[src/hw/rtl/fcebp_pkg.sv]
// Shared types and constants of the front-coded entry block parser.
// No dependencies; compile first.
`default_nettype none

package fcebp_pkg;

  localparam int unsigned OFS_W = 31;

  localparam logic [15:0] CNT_WIDE_FLAG = 16'h8000;
  localparam logic [15:0] LEN16_MASK    = 16'h7fff;

  // Parser phase, one-hot
  typedef enum logic [8:0] {
    PH_CNT_LO  = 9'b000000001,
    PH_CNT_HI  = 9'b000000010,
    PH_LEN     = 9'b000000100,
    PH_PREFIX  = 9'b000001000,
    PH_ATTR_AL = 9'b000010000,
    PH_TAIL    = 9'b000100000,
    PH_ATTR_UN = 9'b001000000,
    PH_DATA    = 9'b010000000,
    PH_DONE    = 9'b100000000
  } phase_t;

  // Result word kinds
  typedef enum logic [2:0] {
    KIND_HEADER   = 3'd0,
    KIND_HW_BYTE  = 3'd1,
    KIND_HW_END   = 3'd2,
    KIND_ATTR     = 3'd3,
    KIND_DATA     = 3'd4
  } kind_t;

  // Status from the length assembler
  typedef struct packed {
    logic             complete;  // this byte finishes the length field
    logic             zero16;    // finished 16-bit length is zero
    logic [OFS_W-1:0] len_cur;   // stored (sanitized) length
    logic [OFS_W-1:0] len_new;   // sanitized length after this byte
  } len_info_t;

endpackage

`default_nettype wire

[src/hw/rtl/fcebp_len_asm.sv]
// Entry length assembler: collects 2 or 4 little-endian length bytes.
// Depends on fcebp_pkg.
`default_nettype none

module fcebp_len_asm
  import fcebp_pkg::*;
(
  input  wire logic       clk,
  input  wire logic       rst_n,
  input  wire logic       step,
  input  wire logic       clear,
  input  wire logic       wide,
  input  wire logic [7:0] byte_in,
  output len_info_t       info
);

  logic [31:0] acc_r, acc_nxt;
  logic [1:0]  idx_r, idx_nxt;
  logic [31:0] shifted;
  logic [31:0] sanitized;
  logic        complete;

  assign shifted  = acc_r | ({24'd0, byte_in} << {idx_r, 3'b000});
  assign complete = (idx_r == (wide ? 2'd3 : 2'd1));

  // negative lengths read as zero
  always_comb begin
    if (wide) begin
      sanitized = shifted[31] ? 32'd0 : shifted;
    end else begin
      sanitized = ((shifted[15:0] & CNT_WIDE_FLAG) != 16'd0) ? 32'd0
                : {16'd0, shifted[15:0] & LEN16_MASK};
    end
  end

  always_comb begin
    acc_nxt = acc_r;
    idx_nxt = idx_r;
    if (clear) begin
      acc_nxt = '0;
      idx_nxt = '0;
    end else if (step) begin
      if (complete) begin
        acc_nxt = sanitized;
        idx_nxt = '0;
      end else begin
        acc_nxt = shifted;
        idx_nxt = idx_r + 2'd1;
      end
    end
  end

  always_ff @(posedge clk) begin
    if (!rst_n) begin
      acc_r <= '0;
      idx_r <= '0;
    end else begin
      acc_r <= acc_nxt;
      idx_r <= idx_nxt;
    end
  end

  assign info.complete = complete;
  assign info.zero16   = !wide && (shifted[15:0] == 16'd0);
  assign info.len_cur  = acc_r[OFS_W-1:0];
  assign info.len_new  = sanitized[OFS_W-1:0];

endmodule

`default_nettype wire

[config.mk]
export PLATFORM = sky130hd
export DESIGN_NAME = fcebp_len_asm
export DESIGN_NICKNAME = d
export VERILOG_FILES = /design/src/hw/rtl/fcebp_pkg.sv /design/src/hw/rtl/fcebp_len_asm.sv
export SDC_FILE = /design/constraint.sdc
export NUM_CORES = 1
export LEC_CHECK = 0
export BUFFER_PORTS_ARGS = -buffer_cell sky130_fd_sc_hd__buf_2
export CORE_MARGIN = 5
export CORE_UTILIZATION = 48
export DETAILED_ROUTE_END_ITERATION = 10
export PLACE_DENSITY = 0.86
export RECOVER_POWER = 25
export SLEW_MARGIN = 0
export SYNTH_ARGS = -nofsm -noshare
export SYNTH_HDL_FRONTEND = slang
export SYNTH_SLANG_ARGS = --single-unit
[constraint.sdc]
create_clock -name clk -period 2.01 [get_ports clk]
set_input_delay 0.402 -clock clk [delete_from_list [all_inputs] [get_ports clk]]
set_output_delay 0.402 -clock clk [all_outputs]
set_load 0.01 [all_outputs]
==> impl_metrics.py <==
metrics = {
    "setup_path": {
        "crit_path_end_kind": "primary output",
        "required_ps": 1610,
        "critPathMaxFanout": 4,
        "cp.arrival_ps": 1570,
        "cp-endpoint": "info[62]",
        "reg2reg_from": "idx_r[1]$_SDFFE_PP0P_",
        "r2r_end": "acc_r[8]$_SDFFE_PP0P_",
        "r2r_slack_ps": 260,
        "rr_worst_depth": 5,
        "path_class": "reg2out",
        "worstSetupStartpoint": "acc_r[0]$_SDFFE_PP0P_",
        "startpoint_type": "register",
    },
    "power_and_ir_drop": {
        "ir_drop_mv": 0.366,
        "power_leakage_uw": 0.000945,
        "power_density_nw_per_um2": 656,
        "p_total_uw": 1410,
    },
    "synthesis": {
        "syn-num-nets": 269,
        "synth.distinct_cells": 27,
        "seq_area_frac_synth": 0.369,
        "yosys_warnings": 0,
        "avgSynthCellArea_sq_um": 7.20,
        "yosysTopAreaCell": "dfxtp_1",
        "synth-seq-cells": 34,
        "netlist_area_sq_um": 1840,
        "synth_cells": 256,
        "netlist.area_leader.share": 0.369,
        "synth_area_leaders": "dfxtp_1 37%, a21oi_1 15%, buf_4 13%",
    },
    "sta": {
        "min_period_ps": 1970,
        "fin_crit_sh": 0.979,
        "slew_violations": 0,
        "fmax_ghz": 0.508,
        "setup_viol": 0,
        "fin_worst_skew_ps": 1.58,
        "worst_slew_pin_slew_ps": 532,
        "rsz0062_at_grt": "yes",
        "finalHoldViolCount": 0,
        "slew_headroom": 0.645,
    },
    "clock_network": {
        "htreeDepth": 2,
        "cts_root_buffer": "clkbuf_8",
        "clockBufferDepth": 2,
        "cts-buffers-inserted": 5,
        "cts_tree": "built",
        "path_clk_slew_ps": 70,
        "clk_latency_ps": 280,
        "clkSinkCount": 34,
    },
    "drt": {
        "drt_first_pass_iters": 4,
        "drc": 0,
        "finalWirelength_microns": 5150,
        "avgViaCountPerCell": 5.32,
        "drtAntennaViolNets": 0,
        "drt-wirelength-per-cell_microns": 14.9,
        "num_vias": 1837,
        "drtIter0Drc": 86,
    },
    "floorplan": {
        "start_util": 0.500,
        "dieArea_sq_um": 5180,
        "die_y_microns": 72.0,
        "ios": 77,
        "coreArea_sq_um": 3690,
        "num_rows": 22,
        "fp.dieW_microns": 72.0,
    },
    "grt": {
        "grt_usage": 0.203,
        "grt_max_degree": 18,
        "grt_pass1_vias": 1658,
        "antenna_found_initial": 0,
        "grt_overflow": 0,
        "grt_pass1_wl_microns": 8340,
    },
    "worst_hold_path": {
        "hold_path_class": "in2reg",
    },
    "finish": {
        "n_antenna_cell": 0,
        "nets": 309,
        "fin_util": 0.584,
        "area_growth_pct": 17.0,
        "drive_above_1_share": 0.293,
    },
    "flow_run": {
        "drv_cap": 0,
    },
    "placed_design": {
        "dp_hpwl_microns": 3700,
        "place_congestion": 0.826,
        "portBuffers": 76,
    },
    "status": {
        "status": "finished, final reports clean",
    },
}
[Yosys cell counts]
cell and n:
nor2_1 66, nand3b_1 1, nor3_1 2, nand2b_1 1, buf_1 2, and2_1 4
buf_6 1, dfxtp_1 34, a31o_2 1, and3_1 1, nand3_1 3, clkbuf_1 17
buf_2 2, nor2b_1 3, a41o_1 2, nand2_1 3, or3b_2 1, o21ai_0 3
buf_4 33, nand4_1 1, nor4_1 4, a31oi_1 9, mux2_2 1, o41ai_1 2
xnor2_1 2, a211oi_1 1, a21oi_1 56
[worst min-delay path by stage]
stage / start / to / slack [ps] / cells after the start
after global placement: acc_r[20]$_SDFFE_PP0P_ / acc_r[20]$_SDFFE_PP0P_ / 470 / 2
after floorplan: acc_r[24]$_SDFFE_PP0P_ / acc_r[24]$_SDFFE_PP0P_ / 460 / 2
after global routing: byte_in[4] / acc_r[12]$_SDFFE_PP0P_ / 450 / 3
after detailed placement: acc_r[22]$_SDFFE_PP0P_ / acc_r[22]$_SDFFE_PP0P_ / 480 / 2
after CTS: byte_in[1] / acc_r[9]$_SDFFE_PP0P_ / 430 / 3
final: byte_in[4] / acc_r[12]$_SDFFE_PP0P_ / 440 / 3
[placed cells by master, fill, tap and decap left out]
| master | n |
|---|---|
| nand3b_1 | 1 |
| and2_1 | 3 |
| buf_4 | 10 |
| clkinv_2 | 1 |
| nor4_2 | 4 |
| nor2b_4 | 1 |
| and3_1 | 1 |
| dfxtp_2 | 2 |
| a31oi_1 | 9 |
| buf_2 | 55 |
| xnor2_1 | 1 |
| xnor2_2 | 1 |
| a21oi_1 | 56 |
| clkbuf_8 | 6 |
| nor2b_2 | 1 |
| clkbuf_1 | 23 |
| nor2_1 | 65 |
| nor3_1 | 2 |
| nor2_2 | 1 |
| a31o_4 | 1 |
| and2_2 | 1 |
| dfxtp_1 | 32 |
| nand2_1 | 3 |
| nand2b_1 | 1 |
| buf_6 | 1 |
| mux2_2 | 1 |
| or3b_2 | 1 |
| nand4_1 | 1 |
| nor2b_1 | 1 |
| o21ai_0 | 3 |
| nand3_1 | 3 |
| o41ai_1 | 2 |
| a41o_1 | 2 |
| a211oi_1 | 1 |
[cell families after synthesis]
kind of cell	share of synthesized area
AND/OR/NAND/NOR	0.210
buffers and inverters	0.185
AO/OA/AOI/OAI	0.220
flip-flops	0.369
XOR/XNOR	0.00951
multiplexers	0.00611
[per-stage QoR]
stage | TNS [ps] | area, sq um | cells | setup slack [ps] | hold WS (ps)
floorplan | 0 | 1840 | 256 | 256 | 460
global route | -16.7 | 2160 | 345 | -16.7 | 449
detailed placement | 0 | 2030 | 337 | 45.9 | 476
global placement | 0 | 2030 | 337 | 79.7 | 465
finish | 0 | 2160 | 345 | 42.1 | 442
CTS | 0 | 2140 | 345 | 24.0 | 429
[cell type report]
class | count | area (sq um)
sequential | 34 | 683
clock buffer | 7 | 86.3
clock inverter | 1 | 5.00
fill | 360 | 1530
timing repair buffer | 88 | 444
multi-input combinational | 167 | 877
tap | 48 | 60.1
[flip-flops by register name, indices dropped and copies added, names as in the netlist]
| register | count |
|---|---|
| acc_r | 32 |
| idx_r | 2 |
[critical path: stages (launching register included)]
cell	delay, ps
dfxtp_1	340
nor4_2	310
nand4_1	160
nor4_2	290
buf_2	190
[what timing repair did]
item                                    4_1_cts  5_1_grt
setup buffers                                 0        0
pin swaps                                     0        2
endpoints found under the setup margin       21       27
hold buffers                                  0        0
resized for setup                             4       10
[power breakdown]
| part | total [uW] | leakage [uW] | switching [uW] | internal, uW |
|---|---|---|---|---|
| sequential | 695 | 0.000276 | 12.2 | 683 |
| clock | 512 | 0.0000482 | 236 | 276 |
| combinational | 207 | 0.000622 | 128 | 79.3 |
| total | 1410 | 0.000945 | 377 | 1040 |
[layer usage]
metal,part of all wire,up-vias,track usage
li1,-,915,-
met1,0.42,830,0.265
met2,0.48,87,0.337
met3,0.090,5,0.0512
met4,0.0070,0,0.0501
met5,0,-,0
Power figures use the tool's default switching activity.
